### config.mk
export PLATFORM = sky130hd
export DESIGN_NAME = ppm_channel_decoder
export DESIGN_NICKNAME = d
export VERILOG_FILES = /design/src/ppmcd_pkg.sv /design/src/ppmcd_frame.sv /design/src/ppmcd_scale.sv /design/src/ppm_channel_decoder.sv
export SDC_FILE = /design/constraint.sdc
export NUM_CORES = 1
export LEC_CHECK = 0
export ABC_CLOCK_PERIOD_IN_PS = 10100
export BUFFER_PORTS_ARGS = -buffer_cell sky130_fd_sc_hd__buf_4
export CAP_MARGIN = 20
export CORE_ASPECT_RATIO = 0.9
export CORE_MARGIN = 1.5
export CORE_UTILIZATION = 60
export CTS_CLUSTER_SIZE = 40
export DETAILED_ROUTE_END_ITERATION = 10
export GPL_TIMING_DRIVEN = 0
export PLACE_DENSITY_LB_ADDON = 0.08
export SKIP_LAST_GASP = 1
export SLEW_MARGIN = 20
export SYNTH_ARGS = -nofsm -noshare
export SYNTH_HDL_FRONTEND = slang
export SYNTH_HIERARCHICAL = 1
export SYNTH_SLANG_ARGS = --single-unit
### constraint.sdc
create_clock -name i_clk -period 10.1 [get_ports i_clk]
set_clock_uncertainty 0.1 [all_clocks]
set_input_delay 2.02 -clock i_clk [delete_from_list [all_inputs] [get_ports i_clk]]
set_output_delay 2.02 -clock i_clk [all_outputs]
set_load 0.02 [all_outputs]
### src/ppmcd_pkg.sv
// ppmcd_pkg: shared constants, codes and types of the ppm channel decoder
// no dependencies; imported by every module of the decoder
`timescale 1ns / 1ps

package ppmcd_pkg;

    // default number of channels in one frame
    localparam int CHANNEL_COUNT_DEF = 8;

    // configuration register indexes
    localparam int CFG_INDEX_W = 1;
    localparam int CFG_DATA_W  = 16;
    localparam logic [CFG_INDEX_W-1:0] CFG_SCALE_LIMIT = 1'b0;
    localparam logic [CFG_INDEX_W-1:0] CFG_SYNC_GAP    = 1'b1;

    // configuration reset values
    localparam logic [10:0] SCALE_LIMIT_RST = 11'd500;
    localparam logic [15:0] SYNC_GAP_RST    = 16'd3000;

    // pulse limits in microseconds
    localparam logic [10:0] PULSE_MIN = 11'd1000;
    localparam logic [10:0] PULSE_MAX = 11'd2000;
    localparam logic [10:0] SWITCH_ON = 11'd1950;
    localparam logic [11:0] LINK_MIN  = 12'd900;
    localparam logic [11:0] LINK_MAX  = 12'd2100;

    // frame positions and fixed channel slots
    localparam logic [3:0] POS_START    = 4'd0;
    localparam logic [3:0] POS_FIRST    = 4'd1;
    localparam logic [3:0] CH_THROTTLE  = 4'd3;
    localparam logic [3:0] CH_ARM       = 4'd5;
    localparam logic [3:0] CH_ANGLE     = 4'd6;
    localparam logic [3:0] SLOT_SYNC    = 4'd0;

    // ceil(2^32 / 1000): product of up to 22 bits divided by 1000 exactly
    localparam int          RECIP_SHIFT = 32;
    localparam logic [22:0] RECIP_1000  = 23'd4294968;

    // result of the frame tracker for one event
    typedef struct packed {
        logic [3:0]  slot;
        logic [15:0] width;
        logic [9:0]  chan_off;
        logic        is_chan;
        logic [10:0] throttle;
        logic        armed;
        logic        angle;
        logic        connected;
    } t_frame_res;

endpackage

### src/ppmcd_frame.sv
// ppmcd_frame: frame position tracking, gap measurement and channel status
// depends on ppmcd_pkg
`timescale 1ns / 1ps

module ppmcd_frame import ppmcd_pkg::*; #(
    parameter int CHANNEL_COUNT = CHANNEL_COUNT_DEF
) (
    input  logic        i_clk,
    input  logic        i_rst_n,
    input  logic        i_load,
    input  logic [31:0] i_event_time,
    input  logic        i_pin_high,
    input  logic [15:0] i_sync_gap_us,
    output t_frame_res  o_res
);

    localparam logic [3:0] LP_CH_LAST  = 4'(CHANNEL_COUNT);
    localparam logic [3:0] LP_SYNC_POS = 4'(CHANNEL_COUNT + 1);
    localparam logic [3:0] LP_WAIT_POS = 4'(CHANNEL_COUNT + 2);
    localparam logic [3:0] LP_NO_SLOT  = 4'(CHANNEL_COUNT + 1);

    logic [31:0] r_last;
    logic [3:0]  r_pos;
    logic [10:0] r_throttle;
    logic        r_armed;
    logic        r_angle;

    logic [31:0] n_last;
    logic [3:0]  n_pos;
    logic [10:0] n_throttle;
    logic        n_armed;
    logic        n_angle;

    logic [31:0] gap;
    logic [10:0] clamped;
    logic [15:0] sync_sat;

    // gap since the previous rising edge, clamped and saturated forms
    always_comb begin
        gap = i_event_time - r_last;
        if (gap < 32'(PULSE_MIN)) begin
            clamped = PULSE_MIN;
        end else if (gap > 32'(PULSE_MAX)) begin
            clamped = PULSE_MAX;
        end else begin
            clamped = gap[10:0];
        end
        sync_sat = (|gap[31:16]) ? 16'hFFFF : gap[15:0];
    end

    // next frame position, slot written and status
    always_comb begin
        n_last         = r_last;
        n_pos          = r_pos;
        n_throttle     = r_throttle;
        n_armed        = r_armed;
        n_angle        = r_angle;
        o_res.slot     = LP_NO_SLOT;
        o_res.width    = 16'd0;
        o_res.chan_off = 10'd0;
        o_res.is_chan  = 1'b0;
        if (i_pin_high) begin
            n_last = i_event_time;
            if (r_pos == POS_START) begin
                n_pos = POS_FIRST;
            end else begin
                if (r_pos <= LP_CH_LAST) begin
                    o_res.slot     = r_pos;
                    o_res.width    = 16'(clamped);
                    o_res.chan_off = 10'(clamped - PULSE_MIN);
                    o_res.is_chan  = 1'b1;
                    n_pos          = r_pos + 4'd1;
                    if (r_pos == CH_THROTTLE) begin
                        n_throttle = clamped;
                    end
                    if (r_pos == CH_ARM) begin
                        n_armed = (clamped > SWITCH_ON);
                    end
                    if (r_pos == CH_ANGLE) begin
                        n_angle = (clamped > SWITCH_ON);
                    end
                end else if (r_pos == LP_SYNC_POS) begin
                    o_res.slot  = SLOT_SYNC;
                    o_res.width = sync_sat;
                    n_pos       = LP_WAIT_POS;
                end else begin
                    // sync already seen without a long gap: hold until one comes
                    n_pos = LP_WAIT_POS;
                end
                if (gap > 32'(i_sync_gap_us)) begin
                    n_pos = POS_FIRST;
                end
            end
        end
        o_res.throttle  = n_throttle;
        o_res.armed     = n_armed;
        o_res.angle     = n_angle;
        o_res.connected = (12'(n_throttle) >= LINK_MIN) && (12'(n_throttle) <= LINK_MAX);
    end

    // frame state, updated as each event leaves the input stage
    always_ff @(posedge i_clk) begin
        if (!i_rst_n) begin
            r_last     <= 32'd0;
            r_pos      <= POS_START;
            r_throttle <= 11'd0;
            r_armed    <= 1'b0;
            r_angle    <= 1'b0;
        end else if (i_load) begin
            r_last     <= n_last;
            r_pos      <= n_pos;
            r_throttle <= n_throttle;
            r_armed    <= n_armed;
            r_angle    <= n_angle;
        end
    end

endmodule

### src/ppmcd_scale.sv
// ppmcd_scale: maps a channel width onto plus or minus the scale limit
// depends on ppmcd_pkg; product stage here, reciprocal divide feeds the output register
`timescale 1ns / 1ps

module ppmcd_scale import ppmcd_pkg::*; (
    input  logic               i_clk,
    input  logic               i_load,
    input  logic [9:0]         i_chan_off,
    input  logic               i_is_chan,
    input  logic [10:0]        i_scale_limit,
    output logic signed [11:0] o_scaled
);

    logic [21:0] r_prod;
    logic        r_is_chan;
    logic [21:0] n_prod;
    logic [44:0] recip;
    logic [11:0] quot;

    // (width - 1000) * 2 * limit
    assign n_prod = 22'(i_chan_off) * 22'({i_scale_limit, 1'b0});

    always_ff @(posedge i_clk) begin
        if (i_load) begin
            r_prod    <= n_prod;
            r_is_chan <= i_is_chan;
        end
    end

    // divide by 1000 through the reciprocal, then centre on zero
    always_comb begin
        recip    = 45'(r_prod) * 45'(RECIP_1000);
        quot     = recip[RECIP_SHIFT+11:RECIP_SHIFT];
        o_scaled = r_is_chan ? $signed(quot - {1'b0, i_scale_limit}) : 12'sd0;
    end

endmodule

### src/ppm_channel_decoder.sv
// ppm_channel_decoder: top level of the ppm channel decoder
// depends on ppmcd_pkg, ppmcd_frame and ppmcd_scale
`timescale 1ns / 1ps

// Decodes an RC PPM pulse train from pin-change events. Every event request gives
// exactly one result: the slot written (0 sync, 1..CHANNEL_COUNT channels,
// CHANNEL_COUNT+1 none), its width, the width scaled to plus or minus scale_limit,
// and the throttle, armed, angle and connected status after the event. One event
// is taken every clock cycle while the output is not stalled; each request moves
// through the input, frame result, product and output registers. The rate is set
// by the frame tracker, which updates its position and last edge time in the
// single cycle an event leaves the input register. Behind it a product stage and
// a reciprocal divide stage complete the scaling. Configuration is written through
// a plain write port and must only change while the decoder is empty.

module ppm_channel_decoder import ppmcd_pkg::*; #(
    parameter int CHANNEL_COUNT = CHANNEL_COUNT_DEF
) (
    input  logic                   i_clk,
    input  logic                   i_rst_n,
    input  logic                   i_cfg_we,
    input  logic [CFG_INDEX_W-1:0] i_cfg_index,
    input  logic [CFG_DATA_W-1:0]  i_cfg_data,
    input  logic                   i_in_valid,
    output logic                   o_in_stall,
    input  logic [31:0]            i_event_time,
    input  logic                   i_pin_high,
    output logic                   o_out_valid,
    input  logic                   i_out_stall,
    output logic [3:0]             o_channel_index,
    output logic [15:0]            o_pulse_width_us,
    output logic signed [11:0]     o_scaled_value,
    output logic [15:0]            o_throttle_us,
    output logic                   o_armed,
    output logic                   o_angle_mode,
    output logic                   o_connected
);

    logic [10:0] r_scale_limit;
    logic [15:0] r_sync_gap_us;

    logic        r_s1_valid;
    logic [31:0] r_s1_time;
    logic        r_s1_pin;
    logic        r_s2_valid;
    t_frame_res  r_s2_res;
    logic        r_s3_valid;
    t_frame_res  r_s3_res;
    logic        r_o_valid;
    t_frame_res  r_o_res;
    logic signed [11:0] r_o_scaled;

    logic        rdy_o;
    logic        rdy_s3;
    logic        rdy_s2;
    logic        rdy_s1;
    logic        frame_load;
    t_frame_res  frame_res;
    logic signed [11:0] scaled;

    // configuration registers
    always_ff @(posedge i_clk) begin
        if (!i_rst_n) begin
            r_scale_limit <= SCALE_LIMIT_RST;
            r_sync_gap_us <= SYNC_GAP_RST;
        end else if (i_cfg_we) begin
            case (i_cfg_index)
                CFG_SCALE_LIMIT: r_scale_limit <= i_cfg_data[10:0];
                CFG_SYNC_GAP:    r_sync_gap_us <= i_cfg_data;
                default:         ;
            endcase
        end
    end

    // pipeline flow control: a stage loads when empty or when it moves on
    assign rdy_o      = !r_o_valid || !i_out_stall;
    assign rdy_s3     = !r_s3_valid || rdy_o;
    assign rdy_s2     = !r_s2_valid || rdy_s3;
    assign rdy_s1     = !r_s1_valid || rdy_s2;
    assign o_in_stall = !rdy_s1;
    assign frame_load = r_s1_valid && rdy_s2;

    // valid bits
    always_ff @(posedge i_clk) begin
        if (!i_rst_n) begin
            r_s1_valid <= 1'b0;
            r_s2_valid <= 1'b0;
            r_s3_valid <= 1'b0;
            r_o_valid  <= 1'b0;
        end else begin
            if (rdy_s1) begin
                r_s1_valid <= i_in_valid;
            end
            if (rdy_s2) begin
                r_s2_valid <= r_s1_valid;
            end
            if (rdy_s3) begin
                r_s3_valid <= r_s2_valid;
            end
            if (rdy_o) begin
                r_o_valid <= r_s3_valid;
            end
        end
    end

    // input register
    always_ff @(posedge i_clk) begin
        if (rdy_s1) begin
            r_s1_time <= i_event_time;
            r_s1_pin  <= i_pin_high;
        end
    end

    ppmcd_frame #(
        .CHANNEL_COUNT (CHANNEL_COUNT)
    ) u_frame (
        .i_clk         (i_clk),
        .i_rst_n       (i_rst_n),
        .i_load        (frame_load),
        .i_event_time  (r_s1_time),
        .i_pin_high    (r_s1_pin),
        .i_sync_gap_us (r_sync_gap_us),
        .o_res         (frame_res)
    );

    // frame result carried alongside the scaling stages
    always_ff @(posedge i_clk) begin
        if (rdy_s2) begin
            r_s2_res <= frame_res;
        end
        if (rdy_s3) begin
            r_s3_res <= r_s2_res;
        end
        if (rdy_o) begin
            r_o_res    <= r_s3_res;
            r_o_scaled <= scaled;
        end
    end

    ppmcd_scale u_scale (
        .i_clk         (i_clk),
        .i_load        (rdy_s3),
        .i_chan_off    (r_s2_res.chan_off),
        .i_is_chan     (r_s2_res.is_chan),
        .i_scale_limit (r_scale_limit),
        .o_scaled      (scaled)
    );

    // result ports
    assign o_out_valid      = r_o_valid;
    assign o_channel_index  = r_o_res.slot;
    assign o_pulse_width_us = r_o_res.width;
    assign o_scaled_value   = r_o_scaled;
    assign o_throttle_us    = 16'(r_o_res.throttle);
    assign o_armed          = r_o_res.armed;
    assign o_angle_mode     = r_o_res.angle;
    assign o_connected      = r_o_res.connected;

endmodule

* Word level (Yosys, flattened, before mapping)
Cells that the tools add are included.
** Storage, ports and cells
- Register bits :: 260
- Bits of input ports :: 55
- Output and inout port bits :: 53
- Word-level logic and storage cells :: 99
** Cells by class
- $add $sub $neg :: 4
- Multipliers :: 2
- Order comparisons :: 7
- Eq/ne operators :: 4
- Multiplexer cells :: 21
- Bitwise logic cells :: 4
- Reductions and logical operators :: 20
** Operators by type and width (number)
- $mux 11 :: 6
- $mul 21x20->40 const B :: 1
- $mux 20 :: 2
- $gt 32x11->1 const B :: 1
- $gt 32x16->1 :: 1
- $lt 32x10->1 const B :: 1
- $sub 32x32->32 :: 1
- $mul 10x11->21 :: 1
- $mux 16 :: 1
- $reduce_or 16->1 :: 1
- $le 11x12->1 const B :: 1
- $mux 4 :: 3
- $sub 12x11->12 :: 1
- $ge 11x10->1 const B :: 1
- $gt 11x11->1 const B :: 1
- $sub 10x10->10 const B :: 1
- $mux 1 :: 9
- $eq 4x3->1 const B :: 2
- $logic_not 1->1 :: 6
- $reduce_and 2->1 :: 3
- $add 4x1->4 const B :: 1
- $eq 4x2->1 const B :: 1
- $eq 4x4->1 const B :: 1
- $le 4x4->1 const B :: 1
- 7 further kinds :: 14

* Logic depth before layout (Yosys ltp)
Gate-level depths: netlist of run 1.
- Word-level depth :: 10
- Mapped depth :: 27
- Depth with buffers taken out :: 27

* Hierarchy
Netlist of run 1, hierarchy kept.
** Modules (own cells, without submodules)
- ppmcd_scale :: instances 1, cells an instance 1146, area an instance 10580.1 µm², seq. area each 660.6 µm²
- ppm_channel_decoder :: instances 1, cells an instance 301, area an instance 5935.7 µm², seq. area each 5365.1 µm²
- ppmcd_frame :: instances 1, cells an instance 835, area an instance 5709.2 µm², seq. area each 980.9 µm²

* Worst setup path before layout of run 1
Ideal clock, no wire load.
- Path kind :: reg2reg
- Start point :: register u_scale.r_prod[8]
- End point :: register r_o_scaled[10] (netlist: o_scaled_value[10]) (data pin)
- Setup time :: 261 ps
- Data arrival time :: 6347 ps
- Data required time :: 9739 ps
- Slack :: 3392 ps
- Cell stages (with the launch flop) :: 28
- Buffers on the path :: 0
- Clock period less this slack :: 6708 ps
- Cells stage by stage :: edfxtp_1 ha_1 ha_1 inv_1 fa_1 fa_1 inv_1 fa_1 fa_1 inv_1 fa_1 inv_1 ha_1 nand4_1 nor3_2 o2111ai_2 o211ai_1 a21boi_0 xor2_1 ha_1 fa_1 nor2b_1 o21ai_0 a21oi_1 o21ai_0 a21oi_1 a31oi_1 mux2i_1
** Between the ends
- Word-level cells in the longest chain between the ends :: 2
** Ends and longest elaborated chain
- start: declaration :: line ppmcd_scale.sv:14 : logic [21:0] r_prod;
- start signal: assignment :: line ppmcd_scale.sv:25 : r_prod <= n_prod;
- $mul 21x20->40 :: line ppmcd_scale.sv:32 : recip = 45'(r_prod) * 45'(RECIP_1000);
- $sub 12x11->12 :: line ppmcd_scale.sv:34 : o_scaled = r_is_chan ? $signed(quot - {1'b0, i_scale_limit}) : 12'sd0;
- end signal: assignment :: line ppm_channel_decoder.sv:136 : r_o_scaled <= scaled;
- end: declaration :: line ppm_channel_decoder.sv:51 : logic signed [11:0] r_o_scaled;
Every way passes these cells.
A chain may end at the register's enable or synchronous reset.

* Worst setup path after layout of run 1
- Start point :: register u_scale.r_prod[8]
- End point :: register r_o_scaled[11] (netlist: o_scaled_value[11]) (data pin)
Same word-level chain as after synthesis.

==> summary by stage, run 1 <==
Outcome
The run finished with clean final reports.

Critical path
For this design, the slowest cell found on the critical path is sky130_fd_sc_hd__edfxtp_1. The stage delay of the slowest cell on the critical path is roughly 0.58 ns. The kind of start point of the critical path is a flop. STA classifies the critical path endpoint as a flop. Data on the critical path is required at its endpoint by 10.29 ns. The most common cell type on the critical path is sky130_fd_sc_hd__fa_1. The highest net fanout along the worst path is 6.

For the worst setup path, the data arrival time is 7.92 ns. The worst setup path is of the reg -> reg kind.

Timing
The final-report max-slew violation count is 0. Setup total negative slack on the finished layout was measured at 0 ns. The maximum clock rate is about 130 MHz. The max-slew headroom at the worst pin is 30.1%.

After layout, the minimum clock period comes to between 7 and 8 ns. The setup violation total in the final timing report is 0. The post-route clock period utilization is 76.6%. For the pin with the worst max-slew slack, the measured transition is between 1 and 1.5 ns.

Setup repair after global routing left no endpoint under its margin. Final hold analysis gives a worst-case slack of 0.316 ns. The final hold violation count is 0.

Drt
The topmost layer with routed signal wires is met4. Across all layers, the routed design uses 16900 vias. In the final routing, the length of wire on met1 measures around 26000 um. In the detailed route, the total length drawn on met3 is around 4300 um. The total detailed-routing wirelength is about 55000 um. The number of violations reported at the end of detailed-routing iteration 0 is around 1200. The first-pass iteration count of the detailed router is 5. The detailed-route DRC error count is 0. After detailed routing, the average wire length per cell comes to between 15 and 20 um. The met2 wire length is 23600 um. The residual antenna-violating net count after detailed routing is 0. The number of vias per cell is between 5 and 6.

Final layout
The share of cells above drive strength 1 is under 10%. For this run, the share of the core covered by cells in the final layout is 67.7%. The synthesis-to-layout area growth is 10.7%. The number of antenna cells inserted is 0. In the final design database the tool counted 2933 nets.

Yosys
The synthesized design spends more area on one cell type than any other, namely sky130_fd_sc_hd__edfxtp_1. By area the synthesized netlist is led by sky130_fd_sc_hd__edfxtp_1 (24%), sky130_fd_sc_hd__ha_1 (17%), sky130_fd_sc_hd__fa_1 (15%). Summed over its instances, the top area cell type makes up 24.3% of the synthesized netlist area. In the synthesized netlist, the cells that appear most often are sky130_fd_sc_hd__inv_1 (373), sky130_fd_sc_hd__ha_1 (294), sky130_fd_sc_hd__nand2_1 (280), sky130_fd_sc_hd__edfxtp_1 (180), sky130_fd_sc_hd__fa_1 (163). The share of synthesized cell area in full adder, half adder and majority cells is between 30% and 40%. Among all flip-flop cells after synthesis, the most frequent one is sky130_fd_sc_hd__edfxtp_1. The main combinational cell family by area after synthesis is adder cells. The number of instances in the synthesized netlist is 2282. The fraction of synthesized cell area in xor and xnor cells is between 2 and 2.5%.

The count of yosys warnings during synthesis is 6. In this run, synthesis produced a sequential element count of between 200 and 300. After synthesis, flip-flops and latches occupy 31.5% of the total area.

After synthesis the cells add up to roughly 0.022 mm2. The share of cell area taken by muxes after synthesis is less than 1%. The share of flip-flops with an asynchronous set or reset after synthesis is 0%.

The distinct cell type count of the synthesized netlist is just over 100. The synthesized netlist devotes around 13% of its cell area to compound gates. In the post-synthesis netlist, the cell with the most instances is sky130_fd_sc_hd__inv_1. The number of synthesized flops with an enable pin is 180. The mean cell area of the mapped netlist is a little under 10 um2. Summing the areas of all and, or, nand and nor instances in the mapped netlist gives around 13% of the synthesized area.

Pwr
The maximum vdd ir drop is approximately 0.00013 V. The power per cell area is between 100 and 150 mW/mm2. For this design the static power due to leakage is approximately 12 nW.

Clock tree
After clock tree synthesis, the setup repair step added 0 buffers. The number of hold-repair buffers added at the cts stage is 0. The number of buffers created by CTS is 28.

The CTS clock-pin slew for the worst setup and hold paths is roughly 0.060 ns. In this run the number of H-tree levels came out at 1. The clock passes through at most 3 buffers.

Post-CTS repair changed the size of 0 cells. The clock reaches the later pin of the worst-skew pair after between 0.5 and 0.6 ns. The sink count of the clock tree is 260. The clock tree from TritonCTS is built. The cell at the root of the clock tree is sky130_fd_sc_hd__clkbuf_16.

Min path
The type of the tightest min-delay check is reg -> reg.

Die
The die covers 0.0382 mm2. The die is 206 um wide. The initial cell density of the core is around three fifths. The placement row count is 66.

The die is approximately 190 um tall. The number of primary I/O pins is ~110. The core area is ~0.036 mm2.

GRT
After global routing the overflow that remains totals 0. Global routing consumed, over all layers together, between 20% and 30% of the routing resources. The number of antenna violations at the first check in global routing was 0. Entering global routing, the biggest net connects 39 pins. The via count of the first global-routing pass is approximately 16000. The global-route wire length before repair is 87300 um.

Placement
Input and output buffers added on the ports amount to just over 100. The placed wire-length estimate is 44700 um. Routability-driven placement finished with a final weighted congestion of ~0.94.

Job
The reported max-cap violation count is 0.
logic make-up after synthesis:
group / count (synthesis)
compound gates: 436
simple gates: 613
flops: 260
buf+inv: 457
xor+xnor: 52
mux: 6
other cells: 1
fa+ha+maj: 457
registers in the layout, indices dropped and copies added (netlist names), 4 cells and up:
name                flops
r_s3_res               34
o_channel_index         4
o_pulse_width_us       16
u_scale/r_prod         21
o_scaled_value         12
r_scale_limit          11
u_frame/r_pos           4
r_s2_res               45
u_frame/r_throttle     11
o_throttle_us          11
r_sync_gap_us          16
u_frame/r_last         32
r_s1_time              32
where the power goes:
| part | switching [mW] | internal [mW] | total [mW] |
|---|---|---|---|
| clock network | 0.426 | 0.586 | 1.01 |
| logic | 0.611 | 0.387 | 0.998 |
| registers | 0.0426 | 1.17 | 1.21 |
| total | 1.08 | 2.14 | 3.22 |
final timing paths:
check	startpoint	end	slack [ns]	depth (start not counted)
worst max register to register	u_scale/r_prod[8]$_DFFE_PP_	o_scaled_value[11]$_DFFE_PP_	2.37	26
worst max-delay path	u_scale/r_prod[8]$_DFFE_PP_	o_scaled_value[11]$_DFFE_PP_	2.37	26
worst min-delay path	r_s3_res[7]$_DFFE_PP_	o_throttle_us[4]$_DFFE_PP_	0.32	0
worst min register to register	r_s3_res[7]$_DFFE_PP_	o_throttle_us[4]$_DFFE_PP_	0.32	0
layer usage:
| layer | up-vias | global-route usage, % |
|---|---|---|
| met4 | 0 | 6.58 |
| met3 | 71 | 4.92 |
| met5 | - | 0 |
| met2 | 596 | 44.2 |
| met1 | 8157 | 44.8 |
| li1 | 8048 | - |
worst max-delay path, delay by kind of cell, from the launching register on:
kind	cells	cell delay [ns]
mux	1	0.08
flops	1	0.58
fa+ha+maj	9	3.63
xor+xnor	1	0.18
compound gates	7	1.65
buf+inv	4	0.29
simple gates	4	0.94
cells in the final DEF, fill, tap and decap left out, types with 9 or more instances in the layout:
cell / instances
sky130_fd_sc_hd__o21a_1: 25
sky130_fd_sc_hd__nand3_1: 37
sky130_fd_sc_hd__o21ai_1: 10
sky130_fd_sc_hd__a21o_1: 26
sky130_fd_sc_hd__nand2b_1: 17
sky130_fd_sc_hd__xnor2_1: 32
sky130_fd_sc_hd__fa_1: 163
sky130_fd_sc_hd__inv_1: 371
sky130_fd_sc_hd__o21bai_1: 12
sky130_fd_sc_hd__clkbuf_16: 29
sky130_fd_sc_hd__buf_4: 110
sky130_fd_sc_hd__nand4_1: 26
sky130_fd_sc_hd__o21ai_0: 63
sky130_fd_sc_hd__a21oi_1: 144
sky130_fd_sc_hd__ha_1: 294
sky130_fd_sc_hd__nor2b_1: 14
sky130_fd_sc_hd__o2111ai_1: 9
sky130_fd_sc_hd__and3_1: 9
sky130_fd_sc_hd__clkbuf_1: 57
sky130_fd_sc_hd__nor2_1: 71
sky130_fd_sc_hd__a31oi_1: 16
sky130_fd_sc_hd__a211oi_1: 14
sky130_fd_sc_hd__nor3_1: 30
sky130_fd_sc_hd__and2_1: 71
sky130_fd_sc_hd__o211ai_1: 10
sky130_fd_sc_hd__buf_2: 17
sky130_fd_sc_hd__a21boi_0: 20
sky130_fd_sc_hd__nand2_1: 279
sky130_fd_sc_hd__xor2_1: 20
sky130_fd_sc_hd__edfxtp_1: 180
sky130_fd_sc_hd__dfxtp_1: 80
final cells by class:
| cell class | count | area, um2 |
|---|---|---|
| clock inverters | 18 | 166 |
| inverters | 375 | 1410 |
| clock buffers | 34 | 754 |
| well taps | 476 | 596 |
| flip-flops and latches | 260 | 7010 |
| fillers | 2901 | 11700 |
| plain buffers | 82 | 383 |
| repair buffers | 105 | 826 |
| multi-input cells | 1569 | 13500 |
through the flow:
stage | instance area [um2] | std cells | total power [mW] | setup WS [ns]
floorplan | 22200 | 2286 | 1.93 | 3.39
finish | 24600 | 2919 | 3.22 | 2.37
CTS | 24600 | 2919 | 3.24 | 2.38
global route | 24600 | 2919 | 3.42 | 1.93
global placement | 23600 | 2864 | 2.19 | 2.46
detailed placement | 23700 | 2867 | 2.21 | 2.41
No activity file was read; power rests on OpenSTA's default activity.
==> run 2, diff against run 1 <==
--- a/config.mk
+++ b/config.mk
@@ -5,7 +5,7 @@
 export SDC_FILE = /design/constraint.sdc
 export NUM_CORES = 1
 export LEC_CHECK = 0
-export ABC_CLOCK_PERIOD_IN_PS = 10100
+export ABC_CLOCK_PERIOD_IN_PS = 7700
 export BUFFER_PORTS_ARGS = -buffer_cell sky130_fd_sc_hd__buf_4
 export CAP_MARGIN = 20
 export CORE_ASPECT_RATIO = 0.9
==> constraint.sdc (replaced) <==
create_clock -name i_clk -period 7.7 [get_ports i_clk]
set_clock_uncertainty 0.1 [all_clocks]
set_input_delay 1.54 -clock i_clk [delete_from_list [all_inputs] [get_ports i_clk]]
set_output_delay 1.54 -clock i_clk [all_outputs]
set_load 0.02 [all_outputs]
==> run 2 against run 1 <==
Sequential share of layout area shrank 0.30 points. Global-route usage hardly changed. Register-to-register slack worse by 2.1 ns. Clock-buffer cell count is the same. Die area is the same. Sequential power is 31% higher. Total power grew 32%. Combinational power grew 36%. Via count grew 1.2%. Routed wire length grew 0.59%. Non-clock buffer count grew 23. Largest cell class unchanged. Largest power group unchanged.
==> summary by stage, run 2 (synthesis results as in run 1) <==
Outcome
The flow ran to the end, and the final reports show no timing, DRC or antenna violations.

Final layout
The share of cells above drive strength 1 is between 10% and 20%. The register with the most flip-flops is r_s2_res. The synthesis-to-layout area growth is 11.8%. The number of flip-flops under the largest register name is between 40 and 50. The leading cell type in the layout, fill and taps excluded is sky130_fd_sc_hd__inv_1. In the final layout, the registers with the most flip-flops are r_s2_res: 45 flops, r_s3_res: 34 flops. The fraction of the core area covered by cells at the end of the flow is between 60% and 70%. The total number of nets in the final design is a little under 3000. The top cell types in the final layout, fill and taps aside, are sky130_fd_sc_hd__inv_1 (370), sky130_fd_sc_hd__ha_1 (290), sky130_fd_sc_hd__nand2_1 (279). Leaving out filler cells and counting taps, the final layout contains between 2000 and 3000.

GRT
The number of antenna violations at the first check in global routing is 0. The first global-routing pass estimated about 87000 um of wire. The global-route usage over all layers is a little under 30%. The maximum number of pins on one net before global-route repair is 39. For this run the aggregate overflow at the end of global routing stands at 0. The via count of the first global-routing pass was 16400.

Drt
After detailed routing, the number of remaining DRC violations is 0. The average routed wire per standard cell is ~19 um. The number of vias per cell is 5.80. The first-pass iteration count of the detailed router is 5. The total detailed-routing wirelength is 55600 um.

For this block, the initial DRC count from the detailed router was 1276. The detail route stage leaves a number of antenna-violating nets equal to 0. Across all layers, the routed design uses 17100 vias.

Timing
Setup violations remaining at the end of the flow were counted as 0. The post-route clock period utilization is between 90% and 100%. The final-report max-slew violation count is 0. For the pin with the worst max-slew slack, the measured transition is roughly 1.0 ns. In this run the tightest slew margin relative to its limit is 33.1%. The final hold violation count came to 0. Based on the critical path, the design can be clocked at up to roughly 130 MHz. The sum of negative setup slack is 0 ns. The post-route minimum period is 7.41 ns.

The worst path meets setup with about 0.29 ns of slack.

Critical path
Data on the critical path is required at its endpoint by around 8 ns. The highest net fanout along the worst path is 6. In this design, the stage delay of the slowest critical-path cell is around 0.57 ns.

The critical path crosses 26 cells after its start point. The endpoint identified for the worst register-to-register timing path is o_scaled_value[11]$_DFFE_PP_. The cell family contributing the most delay on the critical path is adder cells.

In this design, the critical path's most frequently occurring cell is sky130_fd_sc_hd__fa_1. The worst-path cell with the longest stage delay is sky130_fd_sc_hd__edfxtp_1. The destination of the critical timing path is o_scaled_value[11]$_DFFE_PP_. STA classifies the critical path startpoint as a flop. The arrival time of data at the critical path endpoint is approximately 7.6 ns.

The worst setup path is of the reg -> reg kind. Counting cells, the worst reg-to-reg path comes to 26. Counting both buffers and inverters, the worst setup path holds a total of 4.

In this run the worst setup path begins at u_scale/r_prod[3]$_DFFE_PP_. The worst register-to-register path begins at u_scale/r_prod[3]$_DFFE_PP_. Across all register-to-register paths, the minimum setup slack is around 0.29 ns.

The type of element capturing the critical path is a flop.

Clock tree
The sink count of the clock tree is 260. The maximum root-to-sink buffer count is 3. TritonCTS created 28 clock buffers. CTS built an H-tree with a depth of 1.

The root buffer cell chosen for the clock tree is sky130_fd_sc_hd__clkbuf_16. The number of hold-repair buffers added at the cts stage is 0. Clock-pin slew was measured on the worst setup and hold paths at 0.06 ns. The clock network latency to the later pin of the worst-skew pair is about 0.57 ns. TritonCTS built the clock tree.

Min path
The path class of the tightest hold or removal check is reg -> reg. The hold-critical path depth is 0.

Die
The initial cell density of the core is a little over 60%. The core area is about 0.036 mm2. The vertical die dimension is 186 um. The placement row count is 66. The width of the die is just over 200 um. The area of the die is between 0.03 and 0.04 mm2. The number of primary I/O pins is ~110.

Placement
OpenSTA, run right after detailed placement, puts the worst setup slack at approximately 0.012 ns. The total instance count after detailed placement is 2867. Port buffering added between 100 and 150 buffers. The placer congestion estimate is about 0.94. Detailed placement finished with a half-perimeter wire length of between 40000 and 50000 um.

Pwr
The final total power is between 4 and 5 mW. The power per cell area is 172 mW/mm2. Across the VDD grid, the largest voltage drop is around 0.00018 V. The leakage dissipation is 12.1 nW.

Job
The tool flagged a number of max-cap violations equal to 0.
run 2: through the flow:
| step | hold slack (ns) | area, um2 |
|---|---|---|
| 6_report | 0.316 | 24900 |
| 5_1_grt | 0.321 | 24900 |
| 4_1_cts | 0.318 | 24600 |
| 3_5_place_dp | 0.305 | 23700 |
| 3_3_place_gp | 0.303 | 23600 |
| 2_1_floorplan | 0.300 | 22200 |
run 2: layout make-up:
type	count	area, um2
multi-input combinational	1569	13500
clock buffer	34	754
inverter	375	1410
antenna	2	5.00
timing repair buffer	128	998
fill	2868	11500
clock inverter	18	166
tap	476	596
buffer	82	383
sequential	260	7010
run 2: how the worst min path moves through the flow:
stage	start	to	slack, ns
3_5_place_dp	r_s3_res[29]$_DFFE_PP_	o_pulse_width_us[4]$_DFFE_PP_	0.30
2_1_floorplan	r_s3_res[1]$_DFFE_PP_	o_angle_mode$_DFFE_PP_	0.30
3_3_place_gp	r_s3_res[8]$_DFFE_PP_	o_throttle_us[5]$_DFFE_PP_	0.30
6_report	r_s3_res[7]$_DFFE_PP_	o_throttle_us[4]$_DFFE_PP_	0.32
4_1_cts	r_s2_res[13]$_DFFE_PP_	r_s3_res[13]$_DFFE_PP_	0.32
5_1_grt	r_s2_res[5]$_DFFE_PP_	r_s3_res[5]$_DFFE_PP_	0.32
run 2: power by group:
part	switching (mW)	internal, mW	leakage [nW]
sequential	0.0490	1.53	2.77
combinational	0.822	0.534	8.85
clock	0.560	0.769	0.446
total	1.43	2.83	12.1
run 2: layer usage:
layer	track usage (%)	vias up	part of all wire (%)
met4	6.49	0	2.1
met1	44.9	8264	47
met3	4.87	84	7.6
met5	0	-	0
li1	-	8098	-
met2	44.3	622	43
run 2: what timing repair did:
action,in CTS,in global routing
setup buffers,1,22
pin swaps,0,26
resized for setup,0,22
setup endpoints to repair,1,6
